## src/rtl/core/tst_pkg.sv

```systemverilog
// Package for the timed signal table: request codes, table size and the
// control structs passed between the top level and the slot table.
// No dependencies.
package tst_pkg;

    localparam int SLOTS      = 8;
    localparam int SLOT_IDX_W = (SLOTS > 1) ? $clog2(SLOTS) : 1;
    localparam int EPOCH_W    = 32;
    localparam int CODE_W     = 8;
    localparam int MASK_W     = 8;
    localparam int ADD_SLOT_W = 3;

    typedef enum logic [1:0] {
        REQ_TICK  = 2'd0,
        REQ_SCAN  = 2'd1,
        REQ_ADD   = 2'd2,
        REQ_CLEAR = 2'd3
    } req_type_t;

    // Command from the top level to the slot table for one request.
    typedef struct packed {
        logic                 en;
        req_type_t            req_type;
        logic [EPOCH_W-1:0]   epoch;
        logic [EPOCH_W-1:0]   due_time;
        logic [CODE_W-1:0]    code;
    } slot_cmd_t;

    // Outcome of that request as seen by the slot table.
    typedef struct packed {
        logic [SLOTS-1:0]      fired;
        logic                  add_ok;
        logic [SLOT_IDX_W-1:0] add_idx;
        logic [SLOTS-1:0]      busy_next;
    } slot_status_t;

endpackage

```

## src/rtl/core/tst_req_if.sv

```systemverilog
// Request channel of the timed signal table: valid/ready plus payload.
// Depends on tst_pkg.
interface tst_req_if;
    import tst_pkg::*;

    logic                valid;
    logic                ready;
    req_type_t           req_type;
    logic [EPOCH_W-1:0]  delay_ticks;
    logic [CODE_W-1:0]   signal_code;

    modport source (output valid, output req_type, output delay_ticks,
                    output signal_code, input ready);
    modport sink   (input valid, input req_type, input delay_ticks,
                    input signal_code, output ready);
endinterface

```

## src/rtl/core/tst_rsp_if.sv

```systemverilog
// Result channel of the timed signal table: valid/ready plus payload.
// Depends on tst_pkg.
interface tst_rsp_if;
    import tst_pkg::*;

    logic                  valid;
    logic                  ready;
    logic [EPOCH_W-1:0]    epoch_now;
    logic [MASK_W-1:0]     fired_mask;
    logic                  add_accepted;
    logic [ADD_SLOT_W-1:0] add_slot;
    logic [MASK_W-1:0]     busy_mask;

    modport source (output valid, output epoch_now, output fired_mask,
                    output add_accepted, output add_slot, output busy_mask,
                    input ready);
    modport sink   (input valid, input epoch_now, input fired_mask,
                    input add_accepted, input add_slot, input busy_mask,
                    output ready);
endinterface

```

## src/rtl/core/tst_slot_table.sv

```systemverilog
// Slot storage of the timed signal table with the per-slot compare,
// lowest-free-slot encoder and update logic.
// Depends on tst_pkg.
module tst_slot_table (
    input  logic                  clk,
    input  logic                  rst_n,
    input  tst_pkg::slot_cmd_t    cmd,
    output tst_pkg::slot_status_t status
);
    import tst_pkg::*;

    logic [CODE_W-1:0]  code_reg [SLOTS];
    logic [EPOCH_W-1:0] due_reg  [SLOTS];
    logic [SLOTS-1:0]   free_reg;
    logic [SLOTS-1:0]   fired_reg;
    logic [SLOTS-1:0]   free_next;
    logic [SLOTS-1:0]   fired_next;

    logic [SLOTS-1:0]      hit;
    logic [SLOTS-1:0]      match;
    logic                  any_free;
    logic [SLOT_IDX_W-1:0] free_idx;
    logic [SLOTS-1:0]      add_sel;

    always_comb
    begin
        for (int i = 0; i < SLOTS; i++)
        begin
            hit[i]   = !free_reg[i] && !fired_reg[i] && (due_reg[i] == cmd.epoch);
            match[i] = !free_reg[i] && (code_reg[i] == cmd.code);
        end
    end

    // Walking down from the top leaves the lowest free slot selected.
    always_comb
    begin
        free_idx = '0;
        for (int i = SLOTS - 1; i >= 0; i--)
        begin
            if (free_reg[i])
            begin
                free_idx = SLOT_IDX_W'(i);
            end
        end
        any_free = |free_reg;
        add_sel  = '0;
        if (cmd.en && cmd.req_type == REQ_ADD && any_free)
        begin
            add_sel[free_idx] = 1'b1;
        end
    end

    always_comb
    begin
        free_next  = free_reg;
        fired_next = fired_reg;
        if (cmd.en)
        begin
            case (cmd.req_type)
                REQ_SCAN:
                begin
                    fired_next = fired_reg | hit;
                end
                REQ_ADD:
                begin
                    free_next  = free_reg & ~add_sel;
                    fired_next = fired_reg & ~add_sel;
                end
                REQ_CLEAR:
                begin
                    free_next  = free_reg | match;
                    fired_next = fired_reg & ~match;
                end
                default:
                begin
                    free_next  = free_reg;
                    fired_next = fired_reg;
                end
            endcase
        end
    end

    always_ff @(posedge clk or negedge rst_n)
    begin
        if (!rst_n)
        begin
            free_reg  <= '1;
            fired_reg <= '0;
        end
        else
        begin
            free_reg  <= free_next;
            fired_reg <= fired_next;
        end
    end

    // Code and due time are only read while a slot is occupied.
    always_ff @(posedge clk)
    begin
        for (int i = 0; i < SLOTS; i++)
        begin
            if (add_sel[i])
            begin
                code_reg[i] <= cmd.code;
                due_reg[i]  <= cmd.due_time;
            end
        end
    end

    always_comb
    begin
        status.fired     = (cmd.req_type == REQ_SCAN) ? hit : '0;
        status.add_ok    = (cmd.req_type == REQ_ADD) && any_free;
        status.add_idx   = status.add_ok ? free_idx : '0;
        status.busy_next = ~free_next;
    end

endmodule

```

## src/rtl/core/timed_signal_table.sv

```systemverilog
// Timed signal table: top level with the request register, epoch counter
// and result register. Depends on tst_pkg, tst_req_if, tst_rsp_if and
// tst_slot_table.
//
// The block takes one request per cycle while the result side does not stall
// and returns one result per request, in order. A request is captured in an
// input register, the slot table then compares all eight slots in parallel and
// updates them, and the result lands in the output register. The output
// register lets a new request enter while a result waits; when the result
// side stalls, one request waits in the input register and then ready drops.
// After reset the epoch is zero and every slot is free.
module timed_signal_table (
    input  logic          clk,
    input  logic          rst_n,
    tst_req_if.sink       req,
    tst_rsp_if.source     rsp
);
    import tst_pkg::*;

    logic                  in_valid_reg;
    req_type_t             req_type_reg;
    logic [EPOCH_W-1:0]    delay_reg;
    logic [CODE_W-1:0]     code_reg;

    logic [EPOCH_W-1:0]    epoch_reg;
    logic [EPOCH_W-1:0]    epoch_next;

    logic                  out_valid_reg;
    logic                  out_valid_next;
    logic [EPOCH_W-1:0]    epoch_now_reg;
    logic [MASK_W-1:0]     fired_mask_reg;
    logic                  add_accepted_reg;
    logic [ADD_SLOT_W-1:0] add_slot_reg;
    logic [MASK_W-1:0]     busy_mask_reg;

    logic                  advance;
    logic                  take_in;
    slot_cmd_t             cmd;
    slot_status_t          status;
    logic [63:0]           fired_wide;
    logic [63:0]           busy_wide;
    logic [63:0]           idx_wide;

    assign advance = in_valid_reg && (!out_valid_reg || rsp.ready);
    assign req.ready = !in_valid_reg || advance;
    assign take_in = req.valid && req.ready;

    always_comb
    begin
        cmd.en       = advance;
        cmd.req_type = req_type_reg;
        cmd.epoch    = epoch_reg;
        cmd.due_time = epoch_reg + delay_reg;
        cmd.code     = code_reg;
    end

    tst_slot_table u_slot_table (
        .clk    (clk),
        .rst_n  (rst_n),
        .cmd    (cmd),
        .status (status)
    );

    always_comb
    begin
        epoch_next = epoch_reg;
        if (advance && req_type_reg == REQ_TICK)
        begin
            epoch_next = epoch_reg + 1'b1;
        end
        if (advance)
        begin
            out_valid_next = 1'b1;
        end
        else if (rsp.ready)
        begin
            out_valid_next = 1'b0;
        end
        else
        begin
            out_valid_next = out_valid_reg;
        end
        // The mask and index fields are as wide as the slot count and slot index, so results carry every slot.
        fired_wide = 64'(status.fired);
        busy_wide  = 64'(status.busy_next);
        idx_wide   = 64'(status.add_idx);
    end

    always_ff @(posedge clk or negedge rst_n)
    begin
        if (!rst_n)
        begin
            in_valid_reg  <= 1'b0;
            out_valid_reg <= 1'b0;
            epoch_reg     <= '0;
        end
        else
        begin
            if (req.ready)
            begin
                in_valid_reg <= req.valid;
            end
            out_valid_reg <= out_valid_next;
            epoch_reg     <= epoch_next;
        end
    end

    always_ff @(posedge clk)
    begin
        if (take_in)
        begin
            req_type_reg <= req.req_type;
            delay_reg    <= req.delay_ticks;
            code_reg     <= req.signal_code;
        end
        if (advance)
        begin
            epoch_now_reg    <= epoch_next;
            fired_mask_reg   <= fired_wide[MASK_W-1:0];
            add_accepted_reg <= status.add_ok;
            add_slot_reg     <= idx_wide[ADD_SLOT_W-1:0];
            busy_mask_reg    <= busy_wide[MASK_W-1:0];
        end
    end

    assign rsp.valid        = out_valid_reg;
    assign rsp.epoch_now    = epoch_now_reg;
    assign rsp.fired_mask   = fired_mask_reg;
    assign rsp.add_accepted = add_accepted_reg;
    assign rsp.add_slot     = add_slot_reg;
    assign rsp.busy_mask    = busy_mask_reg;

endmodule

```

## src/flat_wrapper.sv

```systemverilog
// flat-port wrapper written by rule: the top's interface ports become plain ports
module timed_signal_table_flat import tst_pkg::*;
  (clk, rst_n, req_valid, req_req_type, req_delay_ticks, req_signal_code, req_ready, rsp_valid, rsp_epoch_now, rsp_fired_mask, rsp_add_accepted, rsp_add_slot, rsp_busy_mask, rsp_ready);
  tst_req_if req_i ();
  tst_rsp_if rsp_i ();
  input  logic clk;
  input  logic rst_n;
  input wire logic [$bits(req_i.valid)-1:0] req_valid;
  input wire logic [$bits(req_i.req_type)-1:0] req_req_type;
  input wire logic [$bits(req_i.delay_ticks)-1:0] req_delay_ticks;
  input wire logic [$bits(req_i.signal_code)-1:0] req_signal_code;
  output wire logic [$bits(req_i.ready)-1:0] req_ready;
  output wire logic [$bits(rsp_i.valid)-1:0] rsp_valid;
  output wire logic [$bits(rsp_i.epoch_now)-1:0] rsp_epoch_now;
  output wire logic [$bits(rsp_i.fired_mask)-1:0] rsp_fired_mask;
  output wire logic [$bits(rsp_i.add_accepted)-1:0] rsp_add_accepted;
  output wire logic [$bits(rsp_i.add_slot)-1:0] rsp_add_slot;
  output wire logic [$bits(rsp_i.busy_mask)-1:0] rsp_busy_mask;
  input wire logic [$bits(rsp_i.ready)-1:0] rsp_ready;
  assign req_i.valid = req_valid;
  assign req_i.req_type = req_req_type;
  assign req_i.delay_ticks = req_delay_ticks;
  assign req_i.signal_code = req_signal_code;
  assign req_ready = req_i.ready;
  assign rsp_valid = rsp_i.valid;
  assign rsp_epoch_now = rsp_i.epoch_now;
  assign rsp_fired_mask = rsp_i.fired_mask;
  assign rsp_add_accepted = rsp_i.add_accepted;
  assign rsp_add_slot = rsp_i.add_slot;
  assign rsp_busy_mask = rsp_i.busy_mask;
  assign rsp_i.ready = rsp_ready;
  timed_signal_table u_core (.clk(clk), .rst_n(rst_n), .req(req_i), .rsp(rsp_i));
endmodule
```

## config.mk

```make
export PLATFORM = sky130hd
export DESIGN_NAME = timed_signal_table_flat
export DESIGN_NICKNAME = d
export VERILOG_FILES = /design/src/rtl/core/tst_pkg.sv /design/src/rtl/core/tst_req_if.sv /design/src/rtl/core/tst_rsp_if.sv /design/src/rtl/core/tst_slot_table.sv /design/src/rtl/core/timed_signal_table.sv /design/src/flat_wrapper.sv
export SDC_FILE = /design/constraint.sdc
export NUM_CORES = 1
export LEC_CHECK = 0
export BUFFER_PORTS_ARGS = -buffer_cell sky130_fd_sc_hd__buf_2
export CAP_MARGIN = 10
export CORE_UTILIZATION = 53
export DETAILED_ROUTE_END_ITERATION = 8
export PLACE_DENSITY = 0.76
export SYNTH_ARGS = -nofsm -noshare
export SYNTH_HDL_FRONTEND = slang
export SYNTH_SLANG_ARGS = --single-unit
```

## constraint.sdc

```tcl
create_clock -name clk -period 4.45 [get_ports clk]
set_clock_uncertainty 0.1 [all_clocks]
set_input_delay 0.2225 -clock clk [delete_from_list [all_inputs] [get_ports clk]]
set_output_delay 0.2225 -clock clk [all_outputs]
set_load 0.05 [all_outputs]
```

# After elaboration in Yosys (flattened, before gate mapping)
# Memory sizes are Yosys's and may differ from the RTL's.
# Index checks and enable logic that the tools add are counted.
# W data, S select, Z words.
# totals
register_bits	144
output_inout_bits	54
rom_bits	0
latch_bits	0
input_bits	46
mem_count	2
word_cells	191
mem_bits_rw	320
# op_classes
bitwise_logic	8
n_addsub	2
n_eq_ne	19
multipliers	0
n_shift	0
n_reduce_logical	70
n_lt_le_gt_ge	2
mux	75
div	0
# mem_list
memory	words	word_bits	read_ports	rd_clocked_by_memory_dff	write_ports	line	text
u_core.u_slot_table.due_reg	8	32	8	0	1	tst_slot_table.sv:13	logic [EPOCH_W-1:0] due_reg [SLOTS];
u_core.u_slot_table.code_reg	8	8	8	0	1	tst_slot_table.sv:12	logic [CODE_W-1:0] code_reg [SLOTS];
# op_table
op	count
$eq A32 B32 Y1	8
$mux W32	8
$reduce_or A32 Y1	7
$mux W8	9
$mux W3	22
$eq A8 B8 Y1	8
$reduce_or A8 Y1	8
$mux W1	33
$add A32 B1 Y32 const B	1
$add A32 B32 Y32	1
$logic_and A1 B1 Y1	31
$and A8 B8 Y8	3
$not A8 Y8	3
$pmux W8 S3	1
$logic_not A1 Y1	18
$or A8 B8 Y8	2
$pmux W8 S2	1
$eq A2 B2 Y1 const B	2
$lt A3 B4 Y1 const B	1
$demux W1 S3	1
$ge A3 B1 Y1 const B	1
$reduce_bool A3 Y1	1
$eq A2 B1 Y1 const B	1
$logic_not A2 Y1	1
3 further kinds	4

# Logic depth before layout (Yosys ltp)
# Gate-level depths: netlist of the first run.
# depth
depth_word	23
mapped_depth	9
depth_no_buf	9

# Modules after synthesis
# A second synthesis of the first run with hierarchy kept.
# unflattened
cells_unflattened	1422
area_unflattened_um2	20594.8
# modules_own_cells
module	area_each_um2	seq_area_each_um2	n_inst	cells_each
tst_slot_table	14446.4	10019.6	1	935
timed_signal_table	6148.4	3673.5	1	487

# Worst setup path after synthesis of the first run
# No wires, ideal clock.
# synth_path
path_type	reg2reg
from	register u_core.out_valid_reg (netlist: u_core.rsp.valid)
to	register u_core.u_slot_table.fired_reg[3]
arrival_ns	4.532
setup_ns	0.121
path_buffers	0
stages_incl_launch_ff	7
setup_slack_ns	-0.303
period_less_slack_ns	4.753
required_time_ns	4.229
path_cell_list	dfrtp_1 nand2b_1 and3_1 nand2_1 nor3b_1 nor2_1 o22a_1
# synth_via
elab_chain_cells	9
word_cells_on_any_way	10
cone_classes	2 x mux; 2 x bitwise; 6 x reduce/logical
# synth_rtl
item	line	text
start: declaration	timed_signal_table.sv:28	logic out_valid_reg;
start signal: assignment	timed_signal_table.sv:103	out_valid_reg <= out_valid_next;
$logic_not A1 Y1	timed_signal_table.sv:44	assign advance = in_valid_reg && (!out_valid_reg || rsp.ready);
$logic_or A1 B1 Y1	timed_signal_table.sv:44	
$logic_and A1 B1 Y1	timed_signal_table.sv:44	
$logic_and A1 B1 Y1 (2 in a row)	tst_slot_table.sv:47	if (cmd.en && cmd.req_type == REQ_ADD && any_free)
$mux W8	tst_slot_table.sv:47	
via u_core.u_slot_table.add_sel[3]	tst_slot_table.sv:23	logic [SLOTS-1:0] add_sel;
$not A8 Y8	tst_slot_table.sv:67	fired_next = fired_reg & ~add_sel;
$and A8 B8 Y8	tst_slot_table.sv:67	
$pmux W8 S3	tst_slot_table.sv:59	case (cmd.req_type)
end signal: assignment	tst_slot_table.sv:93	fired_reg <= fired_next;
end: declaration	tst_slot_table.sv:15	logic [SLOTS-1:0] fired_reg;
# The timed path passes the listed nets, and every way through them passes these cells.
# A chain may end at the register's enable or synchronous reset.

==> flow_summary.yaml, run 1 <==
detailed_routing:
  wl_per_cell_um: 25.2
  drt_wl_total_mm: 55.1
  drc: 0
  num_vias: 12868
  drtIter0Drc: 1302
  via_per_inst: 5.88
  first_pass_iters: 6
  drtAntennaViolNets: 0
final_layout:
  syn_to_final_growth_pct: 16.0
  layout_common_cells: "edfxtp_1, xnor2_1, xor2_1"
  nNetsFinal: 1713
  drive_gt1_share_pct: 14.5
  final_cells: 2187
  final_common_cell: "edfxtp_1"
  largest_reg_flops: 256
pwr:
  powerDensity_nw_per_um2: 433
  total_power_uw: 10400
  ir_worst_vdd_uv: 270
  power.leakage_uw: 0.00868
outcome:
  status: "completed"
setup_path:
  startpoint: "u_core.epoch_reg[22]"
  cp-start-kind: "register"
  worstPathRequired_ns: 4.65
  worstReg2RegStart: "u_core.epoch_reg[22]"
  arrival_ns: 3.96
  endpoint_kind: "register"
  crit_type: "reg -> reg"
  crit_fanout: 11
timing:
  finalHoldViolCount: 0
  fmax_mhz: 266
  max_slew.worst_pin.slew_ns: 1.21
  min_period_ns: 3.76
  slew_headroom_pct: 18.9
  rsz0062_at_grt: "false"
  setup_violations: 0
  slew_violations: 0
  finalCritPeriodShare_pct: 84.5
  tns_ns: 0
clock_network:
  clock_path_buffers: 3
  post_cts_buffers: 0
  cts.sinks: 464
  cts_buffers: 49
  clk_pin_slew_worst_paths_ns: 0.06
  root_buffer: "clkbuf_16"
  ctsHtreeMaxLevel: 2
  worstSkewPairLatency_ns: 0.60
  cts_tree: "done"
logic_synthesis:
  syn_area_per_cell_sq_um: 14.2
  yosys_warnings: 0
  ys_types: 67
  netlist_instances: 1458
  ys_ff_latch: 464
  seq_area_frac_synth_pct: 66.2
  syn-cell-area_sq_um: 20700
  synth_fp_nets: 1537
  async_flop_share_pct: 10.8
  synth-edff-count: 414
  synth_flop_cell: "edfxtp_1"
floorplan:
  die-area_sq_um: 39800
  num_rows: 71
  io_pins: 100
  die_y_um: 200
  die_x_um: 200
  start_util_pct: 54.4
  fp.coreArea_sq_um: 38000
placed_design:
  dp_cells: 2048
  dpl.hpwl_mm: 38.4
  io_buffer_count: 99
  gp_congestion: 0.941
global_route:
  grt_pass1_wl_mm: 80.7
  grt_pass1_vias: 12522
  overflow: 0
  grt_max_degree: 51
  antenna_found_initial: 3
  grt_usage_pct: 28.6
worst_hold_path:
  holdCritPathClass: "in -> async"
run:
  maxCapViolCount: 0
## what timing repair did
action,4_1_cts,5_1_grt
gates resized for setup,0,0
hold buffers,46,0
hold endpoints to repair,86,0
endpoints found under the setup margin,0,0
## path summary, 6_finish.rpt
kind / slack (ns) / cells past startpoint / end
setup / recovery: 0.69 / 7 / u_core.u_slot_table.due_reg[1][95]
hold / removal: 0.22 / 3 / u_core.in_valid_reg
setup reg to reg: 0.69 / 7 / u_core.u_slot_table.due_reg[1][95]
hold reg to reg: 0.40 / 1 / u_core.u_slot_table.fired_reg[0]
max in group asynchronous: 3.46 / 3 / u_core.epoch_reg[27]
min in group clk: 0.23 / 2 / u_core.delay_reg[12]
## critical path, stage by stage (launching register included)
cell and delay (ns):
dfrtp_1 0.58, ha_1 0.62, nand3_1 0.21, nor4_1 0.41, nand3_1 0.18, a311oi_1 0.67, o31ai_1 0.16, xnor2_1 0.54
## per-stage QoR
stage | util (%) | setup slack (ns) | instance area (sq um) | hold slack (ns)
global placement | 57.5 | 0.894 | 21800 | 0.299
CTS | 63.1 | 0.753 | 24000 | 0.215
detailed placement | 57.5 | 0.782 | 21800 | 0.301
finish | 63.1 | 0.689 | 24000 | 0.219
floorplan | - | 1.11 | 20700 | -0.173
global route | 63.1 | 0.420 | 24000 | 0.233
## synthesized netlist by cell type, drive strengths merged (3+ instances only)
master,count,area share (%)
xnor2,197,8.3
nor2,59,1.1
dfrtp,42,5.1
o211ai,8,0.31
nand2b,12,0.36
buf,43,1.1
o21a,6,0.22
and3,15,0.46
xor2,177,7.5
nand3,40,0.99
nand4,57,1.7
and4,3,0.13
nor4,52,1.7
nand2,52,0.94
o21ai,33,0.82
a21o,15,0.54
clkbuf,15,0.27
and2,6,0.18
a21oi,39,0.94
a31oi,3,0.091
a211oi,10,0.42
or3,6,0.18
or4,4,0.15
ha,32,1.9
dfstp,8,1.0
nor2b,10,0.30
nor3,22,0.53
inv,33,0.60
or2,4,0.12
o22a,4,0.17
edfxtp,414,60
a221oi,3,0.13
## power by group
group | total [uW] | switching, uW | internal [uW]
Clock | 4230 | 1710 | 2520
Combinational | 1060 | 749 | 316
Sequential | 5080 | 107 | 4980
Total | 10400 | 2560 | 7820
## layer usage
| layer | vias to the layer above | share of wire [%] | GRT usage, % |
|---|---|---|---|
| met1 | 6396 | 40 | 37.9 |
| met5 | - | 0 | 0 |
| met2 | 640 | 48 | 45.7 |
| li1 | 5714 | - | - |
| met4 | 0 | 4.3 | 13.0 |
| met3 | 118 | 8.4 | 5.50 |
## area by class of cell
| cell class | count | area [sq um] |
|---|---|---|
| diodes | 1 | 2.50 |
| clock inverters | 24 | 263 |
| inverters | 33 | 124 |
| repair buffers | 183 | 1250 |
| flip-flops and latches | 464 | 13700 |
| fillers | 2848 | 14000 |
| well taps | 511 | 639 |
| multi-input cells | 903 | 6600 |
| clock buffers | 68 | 1420 |
## logic make-up after synthesis
logic type,synth area share [%]
flip-flops,66.2
multiplexers,0.206
AO/OA/AOI/OAI,4.68
buffers and inverters,1.98
adder cells (fa/ha/maj),2.03
XOR/XNOR,15.8
AND/OR/NAND/NOR,9.06
Power figures use the tool's default switching activity.
==> inputs of run 2 (changes only) <==
==> constraint.sdc (replaced) <==
create_clock -name clk -period 3.2 [get_ports clk]
set_clock_uncertainty 0.1 [all_clocks]
set_input_delay 0.16 -clock clk [delete_from_list [all_inputs] [get_ports clk]]
set_output_delay 0.16 -clock clk [all_outputs]
set_load 0.05 [all_outputs]
==> run 2 against run 1 <==
Compared with the run above: clock power up 24%; sequential cell count is the same; first-iteration DRC count fell by 18%; combinational power up 60%; routed wire length decreased by 0.30%; worst setup slack worse by 0.63 ns; cell count up 3.0%; non-clock buffer count up 71; power up 34%; maximum frequency increased by 20%; critical endpoint is now u_core.u_slot_table.due_reg[0][108]; largest power group unchanged.
==> flow_summary.yaml, run 2 (synthesis results as in run 1) <==
outcome:
  status: "completed"
global_route:
  grt_usage_pct: 28.6
  grt_max_degree: 55
  grt_pass1_wl_mm: 80.5
  antenna_found_initial: 0
  overflow: 0
  grt_pass1_vias: 12829
floorplan:
  start_util_pct: 54.4
  num_rows: 71
  fp.coreArea_sq_um: 38000
  die_y_um: 200
  die-area_sq_um: 39800
  die_x_um: 200
  io_pins: 100
setup_path:
  startpoint: "u_core.epoch_reg[0]"
  endpoint_kind: "register"
  crit_fanout: 8
  worstReg2RegStart: "u_core.epoch_reg[0]"
  cp-start-kind: "register"
  worstPathRequired_ns: 3.35
  crit_type: "reg -> reg"
  arrival_ns: 3.29
timing:
  min_period_ns: 3.14
  finalHoldViolCount: 0
  max_slew.worst_pin.slew_ns: 1.27
  slew_headroom_pct: 14.9
  slew_violations: 0
  hold_ws_ns: 0.0588
  finalCritPeriodShare_pct: 98.2
  setup_violations: 0
  worst_slack_ns: 0.0587
  fmax_mhz: 318
final_layout:
  nNetsFinal: 1782
  fillers: 2754
  final_util_pct: 64.4
  final_cells: 2252
  diodes: 0
  final_common_cell: "edfxtp_1"
  multi_input_area_sq_um: 6710
  largest_reg_flops: 256
  regArea_sq_um: 13700
  layout_common_cells: "edfxtp_1, xnor2_1, xor2_1"
  drive_gt1_share_pct: 17.9
  syn_to_final_growth_pct: 18.3
clock_network:
  ctsHtreeMaxLevel: 2
  cts.sinks: 464
  worstSkewPairLatency_ns: 0.60
  cts_buffers: 47
  cts_tree: "done"
  root_buffer: "clkbuf_16"
  clock_path_buffers: 3
  clk_pin_slew_worst_paths_ns: 0.06
  post_cts_buffers: 0
detailed_routing:
  num_vias: 13050
  drtIter0Drc: 1064
  drtAntennaViolNets: 0
  first_pass_iters: 5
  via_per_inst: 5.79
  drt_wl_total_mm: 54.9
  drc: 0
  wl_per_cell_um: 24.4
worst_hold_path:
  hold_start: "rsp_ready"
  holdCritPathClass: "in -> reg"
pwr:
  total_power_uw: 14000
  power.leakage_uw: 0.00897
  powerDensity_nw_per_um2: 570
  ir_worst_vdd_uv: 500
placed_design:
  pre_cts_slack_ns: -0.251
  gp_congestion: 0.924
  dpl.hpwl_mm: 37.6
  dp_cells: 2120
  io_buffer_count: 99
run:
  maxCapViolCount: 0
==> run 2: changes by cell type in the layout (fill, tap and decap cells not counted), moves of 6 or more <==
cell | before | now
clkbuf_1 | 9 | 16
buf_12 | 1 | 7
clkbuf_8 | 8 | 2
clkinv_1 | 6 | 13
buf_4 | 37 | 103
==> run 2: path summary, 6_finish.rpt <==
check	endpoint	slack [ns]	cells past startpoint
max	u_core.u_slot_table.due_reg[0][108]	0.06	9
min	u_core.rsp.valid	0.06	3
max reg2reg	u_core.u_slot_table.due_reg[0][108]	0.06	9
min reg2reg	u_core.u_slot_table.fired_reg[1]	0.40	1
max in group asynchronous	asynchronous set/reset pin	2.00	3
min in group asynchronous	u_core.in_valid_reg	0.16	2
==> run 2: repair_timing <==
action,CTS,global route
endpoints found under the hold margin,81,0
resized for setup,7,10
endpoints found under the setup margin,49,88
hold buffers,45,0
==> run 2: through the flow <==
step / instance area, sq um / setup TNS, ns
floorplan: 20700 / 0
global placement: 22500 / -1.15
detailed placement: 22500 / -3.25
CTS: 24400 / 0
global route: 24500 / -0.118
finish: 24500 / 0
==> run 2: worst max-delay path: stages (launching register included) <==
cell	delay, ns
dfrtp_1	0.35
ha_1	0.18
inv_1	0.06
fa_1	0.41
nand2b_1	0.18
a21o_1	0.23
a211oi_4	0.26
buf_4	0.16
or2_2	0.12
xor2_1	0.74
==> run 2: power by group <==
group          switching [uW]  internal (uW)
sequential               85.6           6920
combinational            1160            546
clock                    2300           2950
==> run 2: layout make-up <==
cell class / count / area share (%)
well taps: 511 / 2.61
repair buffers: 254 / 7.60
clock buffers: 65 / 5.16
multi-input cells: 903 / 27.4
inverters: 33 / 0.521
flip-flops and latches: 464 / 55.9
clock inverters: 22 / 0.767
==> run 2: routing by layer <==
| layer | up-vias | wire length [um] | track usage, % |
|---|---|---|---|
| li1 | 5835 | - | - |
| met1 | 6471 | 21900 | 37.9 |
| met2 | 624 | 26000 | 46.4 |
| met3 | 120 | 4680 | 5.20 |
| met4 | 0 | 2370 | 12.2 |
| met5 | - | 0 | 0 |
==> inputs of run 3 (changes only) <==
--- a/config.mk
+++ b/config.mk
@@ -5,6 +5,7 @@
 export SDC_FILE = /design/constraint.sdc
 export NUM_CORES = 1
 export LEC_CHECK = 0
+export ABC_AREA = 1
 export BUFFER_PORTS_ARGS = -buffer_cell sky130_fd_sc_hd__buf_2
 export CAP_MARGIN = 10
 export CORE_UTILIZATION = 53
==> constraint.sdc (replaced) <==
create_clock -name clk -period 3.2 [get_ports clk]
set_clock_uncertainty 0.1 [all_clocks]
set_input_delay 0.16 -clock clk [delete_from_list [all_inputs] [get_ports clk]]
set_output_delay 0.16 -clock clk [all_outputs]
set_load 0.1 [all_outputs]
==> run 3 against run 2 <==
Compared with the run above: utilization decreased by 2.7 points; sequential power increased by 9.9%; largest cell class unchanged; cell count increased by 37%; critical endpoint is now u_core.u_slot_table.due_reg[0][110]; highest routed layer is now met5.
==> flow_summary.yaml, run 3 <==
final_layout:
  syn_to_final_growth_pct: 14.7
  drive_gt1_share_pct: 10.7
  largest_reg_flops: 256
  postLayoutCellArea_sq_um: 25900
  layout_common_cells: "nand2_1, edfxtp_1, inv_1"
  final_cells: 3094
  final_common_cell: "nand2_1"
  nNetsFinal: 2593
timing:
  min_period_ns: 3.00
  finalCritPeriodShare_pct: 93.8
  max_slew.worst_pin.slew_ns: 0.987
  slew_headroom_pct: 34.2
  rsz0062_at_grt: "false"
  tns_ns: 0
  finalHoldViolCount: 0
  fmax_mhz: 333
  slew_violations: 0
  setup_violations: 0
floorplan:
  fp.coreArea_sq_um: 42000
  start_util_pct: 53.7
  num_rows: 75
  io_pins: 100
  die_y_um: 208
  die_x_um: 208
  die-area_sq_um: 43500
logic_synthesis:
  ys_types: 40
  yosys-top-cells-count: "nand2_1, edfxtp_1, inv_1"
  yosys_warnings: 0
  netlist.area_leader.share_pct: 55.0
  synth_top_area_cell: "edfxtp_1"
  synth-edff-count: 414
  syn-cell-area_sq_um: 22600
  netlist_instances: 2328
  async_flop_share_pct: 10.8
  syn_area_per_cell_sq_um: 9.71
  synth_fp_nets: 2407
  seq_area_frac_synth_pct: 60.6
  synthTopCellsByArea: "edfxtp_1, nand2_1, inv_1"
  synth_flop_cell: "edfxtp_1"
  yosysMostFrequentCell: "nand2_1"
  ys_ff_latch: 464
setup_path:
  r2r_setup_slack_ns: 0.20
  cp-start-kind: "register"
  crit_type: "reg -> reg"
  reg2reg_depth: 9
  worstReg2RegStart: "u_core.epoch_reg[1]"
  worstPathRequired_ns: 3.40
  endpoint_kind: "register"
  arrival_ns: 3.20
  crit_fanout: 15
  reg2reg_to: "u_core.u_slot_table.due_reg[0][110]"
global_route:
  grt_usage_pct: 30.5
  grt_max_degree: 53
  antenna_found_initial: 2
  overflow: 0
  grt_pass1_wl_mm: 97.9
  grt_pass1_vias: 16749
clock_network:
  clock_path_buffers: 3
  cts.sinks: 464
  cts_buffers: 48
  root_buffer: "clkbuf_16"
  worstSkewPairLatency_ns: 0.60
  post_cts_buffers: 0
  cts_tree: "done"
  ctsHtreeMaxLevel: 2
  cts_resized: 0
  clk_pin_slew_worst_paths_ns: 0.06
run:
  maxCapViolCount: 0
placed_design:
  dp_cells: 2956
  gp_congestion: 1.00
  dpl.hpwl_mm: 46.6
  place_area_sq_um: 23900
  io_buffer_count: 99
detailed_routing:
  first_pass_iters: 6
  drt_wl_total_mm: 65.5
  drtAntennaViolNets: 0
  wl_per_cell_um: 21.2
  num_vias: 17187
  drc: 0
  drtIter0Drc: 1990
  via_per_inst: 5.55
pwr:
  ir_worst_vdd_uv: 458
  powerDensity_nw_per_um2: 660
  power.leakage_uw: 0.0108
  total_power_uw: 17100
worst_hold_path:
  hold_start: "req_delay_ticks[29]"
  holdCritPathClass: "in -> reg"
  hold_depth: 2
  whs_endpoint: "u_core.delay_reg[29]"
outcome:
  status: "completed"
## run 3: area by class of cell
type,count,area (sq um)
Antenna cell,1,2.50
Clock buffer,66,1330
Clock inverter,24,229
Fill cell,3343,16100
Inverter,310,1170
Multi-Input combinational cell,1504,7430
Sequential cell,464,13700
Tap cell,539,674
Timing Repair Buffer,186,1380
## run 3: worst max-delay path by stage
stage / start / endpoint / cells past startpoint
2_1_floorplan: u_core.rsp.valid / u_core.u_slot_table.code_reg[1][24] / 3
3_3_place_gp: u_core.epoch_reg[1] / u_core.u_slot_table.due_reg[0][30] / 11
3_5_place_dp: u_core.epoch_reg[1] / u_core.u_slot_table.due_reg[0][14] / 9
4_1_cts: u_core.epoch_reg[1] / u_core.u_slot_table.due_reg[0][106] / 9
5_1_grt: u_core.epoch_reg[1] / u_core.u_slot_table.due_reg[1][46] / 9
6_report: u_core.epoch_reg[1] / u_core.u_slot_table.due_reg[0][110] / 9
## run 3: kinds of logic after synthesis
group	count (synthesis)	share of synthesized area, %
buffers and inverters	360	6.55
adder cells (fa/ha/maj)	33	1.86
XOR/XNOR	176	6.82
flip-flops	464	60.6
AO/OA/AOI/OAI	143	3.39
AND/OR/NAND/NOR	1152	20.8
## run 3: report_power, final
group / internal [uW] / switching, uW / leakage, uW
combinational: 948 / 2880 / 0.00573
clock: 3230 / 2360 / 0.000756
sequential: 7400 / 286 / 0.00433
total: 11600 / 5530 / 0.0108
## run 3: worst max-delay path, cell delays in order (launching register included)
cell and delay, ns:
dfrtp_1 0.46, inv_1 0.28, fa_1 0.53, o21ai_1 0.16
buf_4 0.17, nand2_1 0.06, nand2_1 0.14, nand3_1 0.09
nand2_1 0.19, xor2_1 0.53
## run 3: layer usage
metal  up-vias  wire [um]  track usage [%]
met5         -          8                0
met3       190       6930             5.93
met2       949      29700             47.9
met1      8172      25700             40.6
met4         2       3240             15.6
li1       7874          -                -
## run 3: stage by stage
stage | hold WS (ns) | util [%] | setup WS [ns]
after CTS | 0.141 | 61.6 | 0.274
after global placement | 0.236 | 56.8 | 0.424
final | 0.170 | 61.7 | 0.199
after floorplan | -0.236 | - | 0.0652
after detailed placement | 0.238 | 56.8 | 0.319
after global routing | 0.167 | 61.6 | 0.0249
## run 3: what timing repair did
| item | CTS | global route |
|---|---|---|
| hold endpoints to repair | 66 | 0 |
| hold buffers | 47 | 0 |
| setup endpoints to repair | 0 | 0 |
